<file path="config.mk">
export PLATFORM = sky130hd
export DESIGN_NAME = tatu_log_cell
export DESIGN_NICKNAME = d
export VERILOG_FILES = /design/src/hw/rtl/tatu_pkg.sv /design/src/hw/rtl/tatu_log_cell.sv
export SDC_FILE = /design/constraint.sdc
export NUM_CORES = 2
export LEC_CHECK = 0
export BUFFER_PORTS_ARGS = -buffer_cell sky130_fd_sc_hd__buf_2
export CAP_MARGIN = 10
export CORE_MARGIN = 2
export CORE_UTILIZATION = 58
export CTS_CLUSTER_SIZE = 40
export DETAILED_ROUTE_END_ITERATION = 7
export PLACE_DENSITY = 0.76
export SYNTH_ARGS = -nofsm -noshare
export SYNTH_HDL_FRONTEND = slang
export SYNTH_SLANG_ARGS = --single-unit
export TNS_END_PERCENT = 50
</file>
<file path="constraint.sdc">
create_clock -name i_clk -period 17.8 [get_ports i_clk]
set_clock_uncertainty 0.2 [all_clocks]
set_input_delay 0 -clock i_clk [delete_from_list [all_inputs] [get_ports i_clk]]
set_output_delay 0 -clock i_clk [all_outputs]
set_load 0.02 [all_outputs]
</file>
<file path="src/hw/rtl/tatu_pkg.sv">
// Shared types and constants for the thermistor linearizer pipeline.
package tatu_pkg;

    localparam int LOG_FRAC = 24;                  // fraction bits of the log2 values
    localparam int P_W      = 6;                   // integer part of log2 of a 64-bit word
    localparam int M_W      = 32;                  // normalized mantissa width
    localparam int L2_W     = 31;                  // log2 magnitude width (Q.24)
    localparam int LN_W     = 31;                  // ln magnitude width (Q.24)
    localparam int Q_W      = LN_W + 16;           // dividend / quotient width
    localparam int REM_W    = 32;                  // partial remainder width
    localparam int RAW_W    = 16;                  // widest sample kept for raw mode

    localparam logic [31:0] LN2_Q32 = 32'd2977044472;
    localparam logic [31:0] T_MAX   = 32'h7FFF_FFFF;
    localparam logic [31:0] T_MIN   = 32'h8000_0000;
    localparam logic [31:0] BETA_RESET = 32'd16777216;

    // configuration register indexes
    localparam logic [1:0] CFG_SENSOR_EN = 2'd0;
    localparam logic [1:0] CFG_ALPHA     = 2'd1;
    localparam logic [1:0] CFG_BETA      = 2'd2;
    localparam logic [1:0] CFG_DIVIDER   = 2'd3;

    // result status codes
    localparam logic [1:0] ST_VALID     = 2'd0;
    localparam logic [1:0] ST_NO_SENSOR = 2'd1;
    localparam logic [1:0] ST_RAW       = 2'd2;
    localparam logic [1:0] ST_SAT       = 2'd3;

    // how an item is resolved; only K_CALC uses the log / divide datapath
    typedef enum logic [2:0] {
        K_CALC,
        K_NO_SENSOR,
        K_RAW,
        K_DEN_ZERO,
        K_NUM_ZERO
    } t_kind;

    // side information that travels with an item down the chain
    typedef struct packed {
        t_kind              kind;
        logic [RAW_W-1:0]   raw;
        logic               l2_neg;
        logic               ln_zero;
    } t_side;

    // one log cell's data: both logarithms advance side by side
    typedef struct packed {
        logic [M_W-1:0]      m_n;
        logic [M_W-1:0]      m_d;
        logic [LOG_FRAC-1:0] fr_n;
        logic [LOG_FRAC-1:0] fr_d;
        logic [P_W-1:0]      p_n;
        logic [P_W-1:0]      p_d;
    } t_log_data;

    // one divider cell's data: remainder and dividend/quotient shift word
    typedef struct packed {
        logic [REM_W-1:0] rem;
        logic [Q_W-1:0]   dq;
    } t_div_data;

endpackage

</file>
<file path="src/hw/rtl/tatu_log_cell.sv">
// One squaring step of the base-2 logarithm, for numerator and denominator.
module tatu_log_cell import tatu_pkg::*; (
    input  logic      i_clk,
    input  logic      i_rst_n,
    input  logic      i_en,
    input  logic      i_valid,
    input  t_log_data i_data,
    input  t_side     i_side,
    output logic      o_valid,
    output t_log_data o_data,
    output t_side     o_side
);

    logic      r_valid;
    t_log_data r_data;
    t_side     r_side;

    logic [63:0]    sq_n, sq_d;
    logic [M_W:0]   h_n, h_d;
    t_log_data      n_data;

    always_comb begin
        sq_n = 64'(i_data.m_n) * 64'(i_data.m_n);
        sq_d = 64'(i_data.m_d) * 64'(i_data.m_d);
        h_n  = sq_n[63:31];
        h_d  = sq_d[63:31];
        n_data      = i_data;
        n_data.m_n  = h_n[M_W] ? h_n[M_W:1] : h_n[M_W-1:0];
        n_data.m_d  = h_d[M_W] ? h_d[M_W:1] : h_d[M_W-1:0];
        n_data.fr_n = {i_data.fr_n[LOG_FRAC-2:0], h_n[M_W]};
        n_data.fr_d = {i_data.fr_d[LOG_FRAC-2:0], h_d[M_W]};
    end

    always_ff @(posedge i_clk) begin
        if (!i_rst_n) begin
            r_valid <= 1'b0;
        end else if (i_en) begin
            r_valid <= i_valid;
        end
    end

    always_ff @(posedge i_clk) begin
        if (i_en) begin
            r_data <= n_data;
            r_side <= i_side;
        end
    end

    assign o_valid = r_valid;
    assign o_data  = r_data;
    assign o_side  = r_side;

endmodule

</file>
==> impl_metrics.json <==
{
  "required_ns": 17.85,
  "antenna_found_initial": 3,
  "critPathMaxStageDelay_ns": 0.86,
  "ios": 295,
  "min_path_cells": 2,
  "setup_viol": 0,
  "cp-end-kind": "flip-flop",
  "critPathBufInv": 7,
  "path_class": "input pin to flip-flop",
  "yosys-top-cells-count": "inv_1, fa_1, ha_1, nand2_1, and2_1",
  "hp-class": "input pin to flip-flop",
  "worstPathArrival_ns": 9.83,
  "fin_crit_sh_pct": 54.9,
  "core_region_area_sq_um": 108000,
  "status": "completed",
  "synth.area.top_cells": "fa_1, ha_1, inv_1",
  "routabilityCongestion": 0.938,
  "cts_buffer_depth": 2,
  "yosysMostFrequentCell": "inv_1",
  "maxSlewViolCount": 0,
  "die_w_microns": 334,
  "cts_root_buffer": "clkbuf_16",
  "n_fill_cell": 8727,
  "drtAntennaViolNets": 0,
  "grt_pass1_vias": 49800,
  "postSynth.asyncResetShare_pct": 0,
  "synth.largest_area_cell": "fa_1",
  "syn_nets": 8829,
  "reg2regPathDepth": 3,
  "clock_latency_ns": 0.49,
  "numPortBuffers": 292,
  "vias": 44400,
  "synth_cells": 6500,
  "die_h_microns": 334,
  "initial_core_util_pct": 58.3,
  "clock_sinks": 146,
  "firstDrtPassIters": 6,
  "fmax_mhz": 102,
  "drcViolationCount": 0,
  "seq_area_frac_synth_pct": 6.93,
  "wl_per_cell_microns": 19.8,
  "synthFlopType": "edfxtp_1",
  "ys_seq_elements": 146,
  "synth-edff-count": 145,
  "setup-tns-final_ns": 0,
  "grt_max_degree": 95,
  "fp-row-count": 121,
  "drt-total-wl_mm": 162,
  "period_needed_ns": 9.77,
  "syn-cell-area_sq_um": 63200,
  "critPathMaxFanout": 43,
  "critPathSlowestCell": "xnor2_4",
  "postCtsSetupRepairBufs": 0,
  "syn2layout_area_growth_pct": 7.43,
  "worstSetupPathDepth": 26,
  "clk_pin_slew_ns": 0.07,
  "ys_types": 83,
  "synth-warning-count": 0,
  "slew_headroom_pct": 24.6,
  "grt_pass1_wl_mm": 264,
  "cpMostUsedCell": "fa_1",
  "rsz0062_at_grt": "no",
  "drt_iter0_markers": 2833,
  "final_nets": 9087,
  "grt-ovfl-total": 0,
  "die-area_sq_um": 112000,
  "synth.top_cell.area_share_pct": 50.1,
  "vias_per_cell": 5.43,
  "worstMarginPinSlew_ns": 1.12,
  "cts_tree": "built",
  "cp-start-kind": "input pin",
  "critical-path-top-delay-family": "adder cells",
  "hold_viol": 0,
  "avgSynthCellArea_sq_um": 9.72,
  "drive_above_1_share_pct": 6.20,
  "hpwl_mm": 126,
  "cap_violations": 0,
  "cts_max_level": 4,
  "grt.total_usage_pct": 30.6,
  "cts_buffers": 17
}
## registers in the layout, summed over array words and instances (netlist names)
register,flops
o_side,21
o_valid,1
o_data,124
## layer usage
metal	track usage, %	share of wire [%]
met2	51.4	49
met3	4.79	7.5
met1	39.1	38
met4	14.6	5.5
met5	0	0.0080
## cell type report
type                    instances  area (sq um)  area share, %
diodes                          3          7.51         0.0111
clock buffers                  17           425          0.627
clock inverters                15           185          0.273
inverters                    1957          7350           10.8
multi-input cells            4164         50500           74.5
flip-flops and latches        146          4370           6.45
well taps                    1414          1770           2.61
repair buffers                472          3220           4.74
## final timing paths
| check | from | slack (ns) | to |
|---|---|---|---|
| max | i_data[107] | 8.03 | o_data[99] |
| min | i_data[21] | 0.04 | o_data[22] |
| max reg2reg | o_valid | 16.45 | o_valid |
| min reg2reg | o_valid | 0.88 | o_valid |
## through the flow
stage,util (%),cells,hold WS [ns],setup WS [ns],instance area (sq um)
final,62.6,8188,0.0406,8.03,67800
after global routing,62.6,8186,0.0588,7.65,67800
after CTS,62.6,8184,0.00379,8.17,67800
after detailed placement,60.5,7994,-0.0219,7.66,65600
after global placement,60.5,7994,-0.0235,7.77,65600
after floorplan,-,6500,-0.101,10.0,63200
## logic make-up after synthesis
group | share of synthesized area, %
compound gates | 4.73
xor+xnor | 2.21
buf+inv | 13.1
flops | 6.93
simple gates | 10.4
fa+ha+maj | 62.0
mux | 0.715
## layout by cell type, fill, tap and decap left out, types with 21 or more instances in the layout
cell / count
a21o_1: 67
a21oi_1: 134
a31o_2: 25
a31oi_1: 21
and2_1: 460
buf_2: 291
buf_4: 21
dlygate4sd3_1: 158
edfxtp_1: 145
fa_1: 1582
ha_1: 598
inv_1: 1955
mux2_2: 23
nand2_1: 581
nand3_1: 23
nand4_1: 28
nor2_1: 131
nor2b_1: 26
o21ai_0: 69
o21bai_1: 25
xnor2_1: 69
xor2_1: 87
## what timing repair did
item	4_1_cts	5_1_grt
hold endpoints to repair	173	0
gates resized for setup	0	0
hold buffers	158	0
setup endpoints to repair	0	0
Power is left out: the tool's default activity adds up to more than one toggle a clock period on the data nets, which glitch-free logic cannot reach.
