**src/hw/rtl/tatu_pkg.sv**
```systemverilog
// Shared types and constants for the thermistor linearizer pipeline.
package tatu_pkg;

    localparam int LOG_FRAC = 24;                  // fraction bits of the log2 values
    localparam int P_W      = 6;                   // integer part of log2 of a 64-bit word
    localparam int M_W      = 32;                  // normalized mantissa width
    localparam int L2_W     = 31;                  // log2 magnitude width (Q.24)
    localparam int LN_W     = 31;                  // ln magnitude width (Q.24)
    localparam int Q_W      = LN_W + 16;           // dividend / quotient width
    localparam int REM_W    = 32;                  // partial remainder width
    localparam int RAW_W    = 16;                  // widest sample kept for raw mode

    localparam logic [31:0] LN2_Q32 = 32'd2977044472;
    localparam logic [31:0] T_MAX   = 32'h7FFF_FFFF;
    localparam logic [31:0] T_MIN   = 32'h8000_0000;
    localparam logic [31:0] BETA_RESET = 32'd16777216;

    // configuration register indexes
    localparam logic [1:0] CFG_SENSOR_EN = 2'd0;
    localparam logic [1:0] CFG_ALPHA     = 2'd1;
    localparam logic [1:0] CFG_BETA      = 2'd2;
    localparam logic [1:0] CFG_DIVIDER   = 2'd3;

    // result status codes
    localparam logic [1:0] ST_VALID     = 2'd0;
    localparam logic [1:0] ST_NO_SENSOR = 2'd1;
    localparam logic [1:0] ST_RAW       = 2'd2;
    localparam logic [1:0] ST_SAT       = 2'd3;

    // how an item is resolved; only K_CALC uses the log / divide datapath
    typedef enum logic [2:0] {
        K_CALC,
        K_NO_SENSOR,
        K_RAW,
        K_DEN_ZERO,
        K_NUM_ZERO
    } t_kind;

    // side information that travels with an item down the chain
    typedef struct packed {
        t_kind              kind;
        logic [RAW_W-1:0]   raw;
        logic               l2_neg;
        logic               ln_zero;
    } t_side;

    // one log cell's data: both logarithms advance side by side
    typedef struct packed {
        logic [M_W-1:0]      m_n;
        logic [M_W-1:0]      m_d;
        logic [LOG_FRAC-1:0] fr_n;
        logic [LOG_FRAC-1:0] fr_d;
        logic [P_W-1:0]      p_n;
        logic [P_W-1:0]      p_d;
    } t_log_data;

    // one divider cell's data: remainder and dividend/quotient shift word
    typedef struct packed {
        logic [REM_W-1:0] rem;
        logic [Q_W-1:0]   dq;
    } t_div_data;

endpackage

```
**src/hw/rtl/tatu_div_cell.sv**
```systemverilog
// One restoring division step: one quotient bit per cell.
module tatu_div_cell import tatu_pkg::*; (
    input  logic             i_clk,
    input  logic             i_rst_n,
    input  logic             i_en,
    input  logic             i_valid,
    input  t_div_data        i_data,
    input  t_side            i_side,
    input  logic [31:0]      i_divisor,
    output logic             o_valid,
    output t_div_data        o_data,
    output t_side            o_side
);

    logic      r_valid;
    t_div_data r_data;
    t_side     r_side;

    logic [REM_W:0] rem_sh, dvs, rem_nx;
    logic           ge;
    t_div_data      n_data;

    always_comb begin
        rem_sh = {i_data.rem, i_data.dq[Q_W-1]};
        dvs    = {1'b0, i_divisor};
        ge     = rem_sh >= dvs;
        rem_nx = ge ? rem_sh - dvs : rem_sh;
        n_data.rem = rem_nx[REM_W-1:0];
        n_data.dq  = {i_data.dq[Q_W-2:0], ge};
    end

    always_ff @(posedge i_clk) begin
        if (!i_rst_n) begin
            r_valid <= 1'b0;
        end else if (i_en) begin
            r_valid <= i_valid;
        end
    end

    always_ff @(posedge i_clk) begin
        if (i_en) begin
            r_data <= n_data;
            r_side <= i_side;
        end
    end

    assign o_valid = r_valid;
    assign o_data  = r_data;
    assign o_side  = r_side;

endmodule

```
**config.mk**
```make
export PLATFORM = sky130hd
export DESIGN_NAME = tatu_div_cell
export DESIGN_NICKNAME = d
export VERILOG_FILES = /design/src/hw/rtl/tatu_pkg.sv /design/src/hw/rtl/tatu_div_cell.sv
export SDC_FILE = /design/constraint.sdc
export NUM_CORES = 1
export LEC_CHECK = 0
export BUFFER_PORTS_ARGS = -buffer_cell sky130_fd_sc_hd__buf_4
export CORE_UTILIZATION = 51
export DETAILED_ROUTE_END_ITERATION = 7
export PLACE_DENSITY = 0.86
export SYNTH_ARGS = -nofsm -noshare
export SYNTH_HDL_FRONTEND = slang
export SYNTH_SLANG_ARGS = --single-unit
```
**constraint.sdc**
```tcl
create_clock -name i_clk -period 9 [get_ports i_clk]
set_clock_uncertainty 0.05 [all_clocks]
set_input_delay 0.45 -clock i_clk [delete_from_list [all_inputs] [get_ports i_clk]]
set_output_delay 0.45 -clock i_clk [all_outputs]
set_load 0.02 [all_outputs]
```
==> flow_summary.yaml, run 1 <==
status:
  status: "complete, no violations"
clock_network:
  clk_pin_slew_ns: 0.11
  post_cts_resized: 0
  tritoncts: "built"
  cts_sinks: 101
  post_cts_buffers: 0
  root_buffer: "clkbuf_8"
  cts_buffers: 9
  ctsLongestPathBuffers: 2
  cts_hold_buffers: 0
  clock_latency_ns: 0.36
  cts_max_level: 3
critical_path:
  cp_slowest_cell: "o31ai_4"
  crit_path_end_kind: "register"
  crit_family: "compound AO/OA/AOI/OAI gates"
  cp_num_buf_inv: 2
  worstPathCellList: "buf_4, ha_1, nand4_1, or4_1, a21oi_1, nor3_1, a211oi_2, o21ai_2, o31ai_4, buf_4, mux2_2"
  cpPeakStageDelay_ns: 0.90
  cp.required_ns: 9.08
  crit_type: "in2reg"
  cp_common_cell: "buf_4"
  arrival_ns: 4.06
  crit_fanout: 28
  critPathLaunch: "i_data[64]"
  r2r_start: "o_valid$_SDFFE_PN0P_"
  start_kind: "primary input"
sta:
  tightest_slew_ns: 1.06
  rsz0062_at_grt: "no"
  maxSlewHeadroom: 0.296
  min_period_over_period: 0.442
  setup_tns_ns: 0
  setup_viol: 0
  worst_slack_ns: 5.02
  min_period_ns: 3.98
  slew_violations: 0
  max_freq_ghz: 0.251
  hold_viol: 0
yosys:
  synth_top_area_cell: "edfxtp_1"
  yosys-top-cells-area: "edfxtp_1, ha_1, a21oi_1"
  seq_area_frac_synth: 0.576
  synth_xor_area_frac: 0.0451
  yosys_warnings: 0
  synthCells: 446
  synth-main-ff-cell: "edfxtp_1"
  synth_top_family_by_area: "compound AO/OA/AOI/OAI gates"
  yosys.area_share.adder: 0.0801
  synth_top_area_frac: 0.572
  syn_area_per_cell_um2: 11.8
  syn-cell-area_um2: 5250
  synthMuxAreaShare: 0.0272
  synth_fp_nets: 615
  ys_ff_latch: 101
  synth-edff-count: 100
  synth_async_sr_flop_share: 0
  synthDistinctLibCells: 48
  synth-compound-area-share: 0.140
  synthSimpleGateAreaFrac: 0.0875
die:
  core_area_um2: 9860
  initial_utilization: 0.532
  rows: 36
  io_pins: 237
  fp.dieW_um: 103
  dieHeight_um: 103
  fp.dieArea_um2: 10700
grt:
  gr-total-overflow: 0
  grt_max_degree: 65
  grt_usage: 0.272
  grt_pass1_vias: 4127
  grt-busiest-layer: "met2"
  use_met2: 0.488
  antenna_found_initial: 0
  met1_usage: 0.308
  grt_pass1_wl_um: 21300
  met3_usage: 0.0706
worst_hold_path:
  hold_start: "i_side[5]"
  worstHoldPathType: "in2reg"
cells_and_area:
  final_cells: 816
  antenna_cells: 0
  final_common_cell: "buf_4"
  layout-drive-gt1-share: 0.387
  final_cell_mix: "buf_4, edfxtp_1, a21oi_1"
  syn_to_final_growth_pct: 39.5
  nNetsFinal: 847
  fill_cells: 691
power_and_ir_drop:
  leakagePower_nw: 3.29
  peakVddDrop_mv: 0.0767
  power_density_nw_per_um2: 173
placed_design:
  place_hpwl_um: 11600
  placed_cells: 800
  place_congestion: 0.889
  port_buffers: 236
  preCtsSetupSlack_ns: 4.63
routing:
  drt-pass1-iter-count: 5
  totalWireLength_um: 15000
  wire_per_inst_um: 18.4
  vias_per_cell: 5.42
  drt_iter0_drc: 291
  vias: 4425
  drc: 0
  antenna_left: 0
flow_run:
  drv_cap: 0
[final timing paths]
check / to / slack (ns) / depth (start not counted)
setup / recovery: o_data[54]$_DFFE_PP_ / 5.02 / 11
setup reg to reg: o_valid$_SDFFE_PN0P_ / 8.35 / 2
hold reg to reg: o_valid$_SDFFE_PN0P_ / 0.49 / 2
hold / removal: o_side[5]$_DFFE_PP_ / 0.20 / 1
[report_power, final]
part,internal (mW),switching (mW)
clock network,0.134,0.172
registers,0.577,0.0151
logic,0.166,0.202
total,0.878,0.390
[layer usage]
| metal | wire, um | share of wire | vias to the layer above |
|---|---|---|---|
| li1 | - | - | 2100 |
| met1 | 5510 | 0.37 | 2095 |
| met2 | 7710 | 0.51 | 202 |
| met3 | 1360 | 0.091 | 28 |
| met4 | 400 | 0.027 | 0 |
| met5 | 0 | 0 | - |
[worst register-to-register path: stages, from the launching register on]
cell     delay (ns)
dfxtp_1        0.32
mux2i_1        0.12
nor2b_1        0.06
[cell type report]
type	count	area, um^2	share of cell area
multi-input cells	290	1990	0.272
repair buffers	238	1790	0.244
clock inverters	7	82.6	0.0113
well taps	133	166	0.0227
clock buffers	9	124	0.0169
inverters	38	143	0.0195
flip-flops and latches	101	3020	0.413
[stage by stage]
stage          cell area, um^2  utilization  hold slack (ns)  total power [mW]
2_1_floorplan             5250            -            0.499             0.805
3_3_place_gp              7110        0.721            0.461             0.959
3_5_place_dp              7110        0.721            0.465             0.968
4_1_cts                   7320        0.742            0.186              1.27
5_1_grt                   7320        0.742            0.186              1.32
6_report                  7320        0.742            0.197              1.27
[kinds of logic after synthesis]
logic type,Yosys count
AOI/OAI and AO/OA,118
DFF,101
and+or+nand+nor,99
buffers and inverters,55
adders and majority gates,33
xor gates and xnor gates,27
muxes,13
[cells in the mapped netlist, types with 2 or more instances]
library cell / instances
a21oi_1: 54
edfxtp_1: 100
xnor2_1: 16
mux2_1: 4
nand2b_1: 4
a31oi_1: 5
buf_2: 8
a211o_1: 2
mux2_2: 6
o41ai_1: 2
mux2i_1: 3
nor4_1: 4
a2bb2oi_1: 2
nand3_1: 8
clkbuf_1: 5
o21a_1: 6
o22ai_1: 2
nor3_1: 2
o21bai_1: 3
ha_1: 32
a21o_1: 12
nand4_1: 7
nand2_1: 27
inv_1: 38
nor2b_1: 3
buf_4: 3
a211oi_1: 3
o21ai_0: 16
xor2_1: 11
o211ai_1: 4
nor2_1: 36
and4_1: 2
[sequential cells by signal, summed over array words and instances, names as in the netlist]
register	cells
o_data	79
o_valid	1
o_side	21
No activity file was read; power rests on OpenSTA's default activity.
==> run 2: changes to the inputs <==
--- a/config.mk
+++ b/config.mk
@@ -6,9 +6,9 @@
 export NUM_CORES = 1
 export LEC_CHECK = 0
 export BUFFER_PORTS_ARGS = -buffer_cell sky130_fd_sc_hd__buf_4
-export CORE_UTILIZATION = 51
+export CORE_UTILIZATION = 48
 export DETAILED_ROUTE_END_ITERATION = 7
-export PLACE_DENSITY = 0.86
+export PLACE_DENSITY = 0.81
 export SYNTH_ARGS = -nofsm -noshare
 export SYNTH_HDL_FRONTEND = slang
 export SYNTH_SLANG_ARGS = --single-unit
==> constraint.sdc (replaced) <==
create_clock -name i_clk -period 3.75 [get_ports i_clk]
set_clock_uncertainty 0.05 [all_clocks]
set_input_delay 0.1875 -clock i_clk [delete_from_list [all_inputs] [get_ports i_clk]]
set_output_delay 0.1875 -clock i_clk [all_outputs]
set_load 0.02 [all_outputs]
==> run 2 against run 1 <==
  * Via count increased by 8.6%
  * Combinational power increased to 2.6 times the previous value
  * Non-clock buffer count grew 72
  * Global-route usage grew 4.2 points
  * Largest cell class unchanged
  * Routed wire length is 20% higher
  * Sequential share of layout area fell by 3.6 points
  * Final cell count up 9.3%
==> flow_summary.yaml, run 2 (synthesis results as in run 1) <==
die:
  fp.dieW_um: 107
  rows: 37
  fp.dieArea_um2: 11400
  dieHeight_um: 107
  io_pins: 237
  initial_utilization: 0.501
  core_area_um2: 10500
cells_and_area:
  final_common_cell: "buf_4"
  layout-drive-gt1-share: 0.355
  fin_util: 0.767
  largest_register_ffs: 79
  nNetsFinal: 919
  syn_to_final_growth_pct: 53.0
  final_cell_mix: "buf_4, edfxtp_1, dlygate4sd3_1"
sta:
  maxSlewHeadroom: 0.401
  rsz0062_at_grt: "no"
  holdWs_ns: 0.0573
  slew_violations: 0
  max_freq_ghz: 0.324
  worst_slack_ns: 0.668
  hold_viol: 0
  min_period_ns: 3.08
  tightest_slew_ns: 0.899
  setup_viol: 0
  min_period_over_period: 0.822
  setup_tns_ns: 0
critical_path:
  reg2reg_to: "o_valid$_SDFFE_PN0P_"
  crit_fanout: 4
  r2r_start: "o_valid$_SDFFE_PN0P_"
  crit_path_end: "o_data[77]$_DFFE_PP_"
  cp_slowest_cell: "fa_1"
  critPathLaunch: "i_data[46]"
  r2r_slack_ns: 3.04
  cpPeakStageDelay_ns: 0.41
  arrival_ns: 3.18
  worstPathCellList: "buf_4, inv_1, ha_1, fa_1, nand2b_1, a21oi_1, o21ai_0, o311a_1, a31oi_1, a21oi_1, o41ai_1, xor2_1, mux2_1"
  crit_path_end_kind: "register"
  cp.required_ns: 3.84
  start_kind: "primary input"
  reg2reg_depth: 2
  crit_type: "in2reg"
  cp_common_cell: "a21oi_1"
clock_network:
  clock_latency_ns: 0.38
  root_buffer: "clkbuf_8"
  clk_pin_slew_ns: 0.11
  cts_sinks: 101
  cts_buffers: 9
  tritoncts: "built"
  ctsLongestPathBuffers: 2
  cts_max_level: 3
  post_cts_resized: 0
routing:
  drt_iter0_drc: 417
  antenna_left: 0
  vias_per_cell: 5.39
  wire_per_inst_um: 20.1
  vias: 4805
  drt-pass1-iter-count: 5
  drc: 0
  totalWireLength_um: 17900
grt:
  antenna_found_initial: 1
  grt_pass1_wl_um: 26300
  grt_usage: 0.315
  grt_pass1_vias: 4796
  grt_max_degree: 73
  gr-total-overflow: 0
power_and_ir_drop:
  power.clock.fraction: 0.222
  peakVddDrop_mv: 0.202
  switching_power_mw: 0.996
  power_mw: 3.09
  leakagePower_nw: 3.58
  switching_share: 0.322
  p_comb_frac: 0.315
  seq_power_share: 0.463
  power_density_nw_per_um2: 385
  p_int_mw: 2.09
placed_design:
  preCtsSetupSlack_ns: 0.351
  place_hpwl_um: 11800
  port_buffers: 236
  place_congestion: 0.876
status:
  status: "complete, no violations"
worst_hold_path:
  worstHoldPathType: "in2reg"
flow_run:
  drv_cap: 0
-- run 2: worst max-delay path, delay by kind of cell --
family / cells / cell delay, ns
xor gates and xnor gates: 1 / 0.12
AOI/OAI and AO/OA: 6 / 1.63
and+or+nand+nor: 1 / 0.18
muxes: 1 / 0.31
adders and majority gates: 2 / 0.62
buffers and inverters: 2 / 0.13
-- run 2: worst min path at each step --
stage	startpoint	endpoint	cells past startpoint
floorplan	i_data[9]	o_data[10]$_DFFE_PP_	0
global placement	i_side[6]	o_side[6]$_DFFE_PP_	1
detailed placement	i_data[36]	o_data[37]$_DFFE_PP_	1
CTS	i_valid	o_valid$_SDFFE_PN0P_	3
global route	i_data[72]	o_data[73]$_DFFE_PP_	2
finish	i_data[76]	o_data[77]$_DFFE_PP_	2
-- run 2: final cells by class --
class | instances | area, um^2
inverter | 38 | 143
tap | 136 | 170
sequential | 101 | 3020
clock buffer | 10 | 128
fill | 663 | 2440
clock inverter | 6 | 55.1
multi-input combinational | 290 | 1990
timing repair buffer | 310 | 2510
antenna | 1 | 2.50
-- run 2: layer usage --
layer,vias to the layer above,wire length [um],track usage
li1,2245,-,-
met1,2256,6880,0.361
met2,260,8870,0.551
met3,44,1420,0.0822
met4,0,771,0.141
met5,-,0,0
-- run 2: power groups by stage --
stage / logic [mW] / clock network [mW] / registers (mW)
2_1_floorplan: 0.334 / 0 / 1.60
3_3_place_gp: 0.872 / 0 / 1.44
3_5_place_dp: 0.888 / 0 / 1.45
4_1_cts: 0.953 / 0.667 / 1.42
5_1_grt: 1.03 / 0.738 / 1.44
6_report: 0.972 / 0.685 / 1.43
-- run 2: repair_timing --
| item | in CTS | in global routing |
|---|---|---|
| buffers inserted | 0 | 0 |
| endpoints found under the hold margin | 68 | 0 |
| hold buffers | 68 | 0 |
-- run 2: through the flow --
stage / instances / cell area, um^2
global placement: 807 / 7160
detailed placement: 807 / 7160
floorplan: 446 / 5250
global route: 892 / 8030
finish: 892 / 8030
CTS: 891 / 8020
==> run 3: changes to the inputs <==
--- a/config.mk
+++ b/config.mk
@@ -6,9 +6,9 @@
 export NUM_CORES = 1
 export LEC_CHECK = 0
 export BUFFER_PORTS_ARGS = -buffer_cell sky130_fd_sc_hd__buf_4
-export CORE_UTILIZATION = 48
+export CORE_UTILIZATION = 43
 export DETAILED_ROUTE_END_ITERATION = 7
-export PLACE_DENSITY = 0.81
+export PLACE_DENSITY = 0.77
 export SYNTH_ARGS = -nofsm -noshare
 export SYNTH_HDL_FRONTEND = slang
 export SYNTH_SLANG_ARGS = --single-unit
==> constraint.sdc (replaced) <==
create_clock -name i_clk -period 2.5 [get_ports i_clk]
set_clock_uncertainty 0.05 [all_clocks]
set_input_delay 0.125 -clock i_clk [delete_from_list [all_inputs] [get_ports i_clk]]
set_output_delay 0.125 -clock i_clk [all_outputs]
set_load 0.02 [all_outputs]
==> run 3 against run 2 <==
  * The run now ends with setup timing left
  * Utilization grew 1.1 points
  * Combinational power grew 80%
  * Flip-flop and latch count is the same
  * Sequential share of layout area shrank 4.3 points
  * First-iteration DRC count shrank 13%
  * Worst setup slack lost 0.68 ns
  * Non-clock buffer count grew 70
  * Design area grew 13%
  * Sequential power grew 50%
  * Final cell count grew 8.5%
  * Global-route usage shrank 0.85 points
  * Register-to-register slack lost 1.3 ns
  * Largest cell class is now non-clock buffers
==> flow_summary.yaml, run 3 (synthesis results as in run 1) <==
clock_network:
  clock_latency_ns: 0.34
  cts_sinks: 101
  cts_buffers: 9
  tritoncts: "built"
  ctsLongestPathBuffers: 2
  clk_pin_slew_ns: 0.08
  root_buffer: "clkbuf_16"
  cts_max_level: 3
die:
  io_pins: 237
  rows: 39
  core_area_um2: 11700
  dieHeight_um: 112
  fp.dieArea_um2: 12600
  fp.dieW_um: 112
  initial_utilization: 0.450
sta:
  maxSlewHeadroom: 0.660
  max_freq_ghz: 0.398
  hold_viol: 0
  setup_viol: 3
  min_period_ns: 2.51
  rsz0062_at_grt: "yes"
  slew_violations: 0
  min_period_over_period: 1.00
  tightest_slew_ns: 0.506
  holdWs_ns: 0.0354
  worst_slack_ns: -0.0106
power_and_ir_drop:
  power_mw: 5.31
  leakagePower_nw: 4.08
  power_density_nw_per_um2: 586
  peakVddDrop_mv: 0.402
  power.clock.fraction: 0.268
  switching_power_mw: 1.57
  p_comb_frac: 0.329
  seq_power_share: 0.404
  p_int_mw: 3.74
  switching_share: 0.296
critical_path:
  cpPeakStageDelay_ns: 0.56
  arrival_ns: 2.55
  crit_fanout: 8
  crit_type: "in2reg"
  cp_slowest_cell: "or4_1"
  cp_num_buf_inv: 4
  crit_family: "simple AND/OR/NAND/NOR gates"
  start_kind: "primary input"
  worstPathCellList: "buf_4, inv_2, ha_4, nand4_1, or4_1, a21oi_2, nor3_2, a211oi_2, o21ai_2, o31ai_4, buf_6, buf_12, mux2_4"
  crit_path_end_kind: "register"
  cp.required_ns: 2.54
placed_design:
  place_area_um2: 7760
  place_congestion: 0.924
  port_buffers: 236
  placed_cells: 873
  place_hpwl_um: 12300
grt:
  grt_pass1_vias: 5292
  gr-total-overflow: 0
  grt_max_degree: 37
  antenna_found_initial: 0
  grt_usage: 0.306
  grt_pass1_wl_um: 29200
cells_and_area:
  antenna_cells: 0
  layout-drive-gt1-share: 0.457
  syn_to_final_growth_pct: 72.9
  nNetsFinal: 989
  largest_register_ffs: 79
  final_cells: 968
  design_area_um2: 9070
  final_common_cell: "buf_4"
  fin_util: 0.778
  final_cell_mix: "buf_4, edfxtp_1, dlygate4sd3_1"
routing:
  wire_per_inst_um: 19.8
  antenna_left: 0
  drt_iter0_drc: 362
  totalWireLength_um: 19200
  vias_per_cell: 5.35
  vias: 5183
  drt-pass1-iter-count: 6
  drc: 0
status:
  status: "finished with violations"
  violations: "setup timing"
worst_hold_path:
  worstHoldPathType: "in2reg"
flow_run:
  drv_cap: 0
## run 3: what timing repair did
item / CTS / global route
buffers inserted: 8 / 1
endpoints found under the setup margin: 21 / 31
cloned: 1 / 1
hold buffers: 68 / 0
pin swaps: 14 / 4
resized for setup: 44 / 17
endpoints found under the hold margin: 68 / 0
## run 3: path summary, 6_finish.rpt
kind	start	endpoint	slack, ns	cells past startpoint
setup / recovery	i_divisor[5]	o_data[50]$_DFFE_PP_	-0.01	13
hold / removal	i_data[54]	o_data[55]$_DFFE_PP_	0.04	2
setup reg to reg	o_valid$_SDFFE_PN0P_	o_valid$_SDFFE_PN0P_	1.73	2
hold reg to reg	o_valid$_SDFFE_PN0P_	o_valid$_SDFFE_PN0P_	0.58	2
## run 3: layout make-up
class / instances / area [um^2]
timing repair buffer: 380 / 3170
fill: 668 / 2590
clock buffer: 11 / 233
tap: 143 / 179
sequential: 101 / 3020
inverter: 38 / 168
multi-input combinational: 290 / 2250
clock inverter: 5 / 56.3
## run 3: power by group through the flow
stage                     registers (mW)  logic [mW]  clock network [mW]
final                               2.15        1.75                1.42
after global routing                2.16        1.85                1.49
after CTS                           2.14        1.68                1.42
after detailed placement            2.17        1.50                   0
after global placement              2.16        1.47                   0
after floorplan                     2.40       0.553                   0
## run 3: metal layers
layer / vias up / global-route usage / part of all wire
li1: 2385 / - / -
met1: 2476 / 0.340 / 0.38
met2: 264 / 0.557 / 0.51
met3: 58 / 0.0670 / 0.069
met4: 0 / 0.148 / 0.046
met5: - / 0 / 0
## run 3: per-stage QoR
stage                     worst slack [ns]  setup TNS (ns)
after floorplan                     -0.329           -7.88
after global placement              -0.478          -10.61
after detailed placement            -0.572          -12.21
after CTS                          -0.0693          -0.481
after global routing                -0.111           -1.62
final                              -0.0106         -0.0216
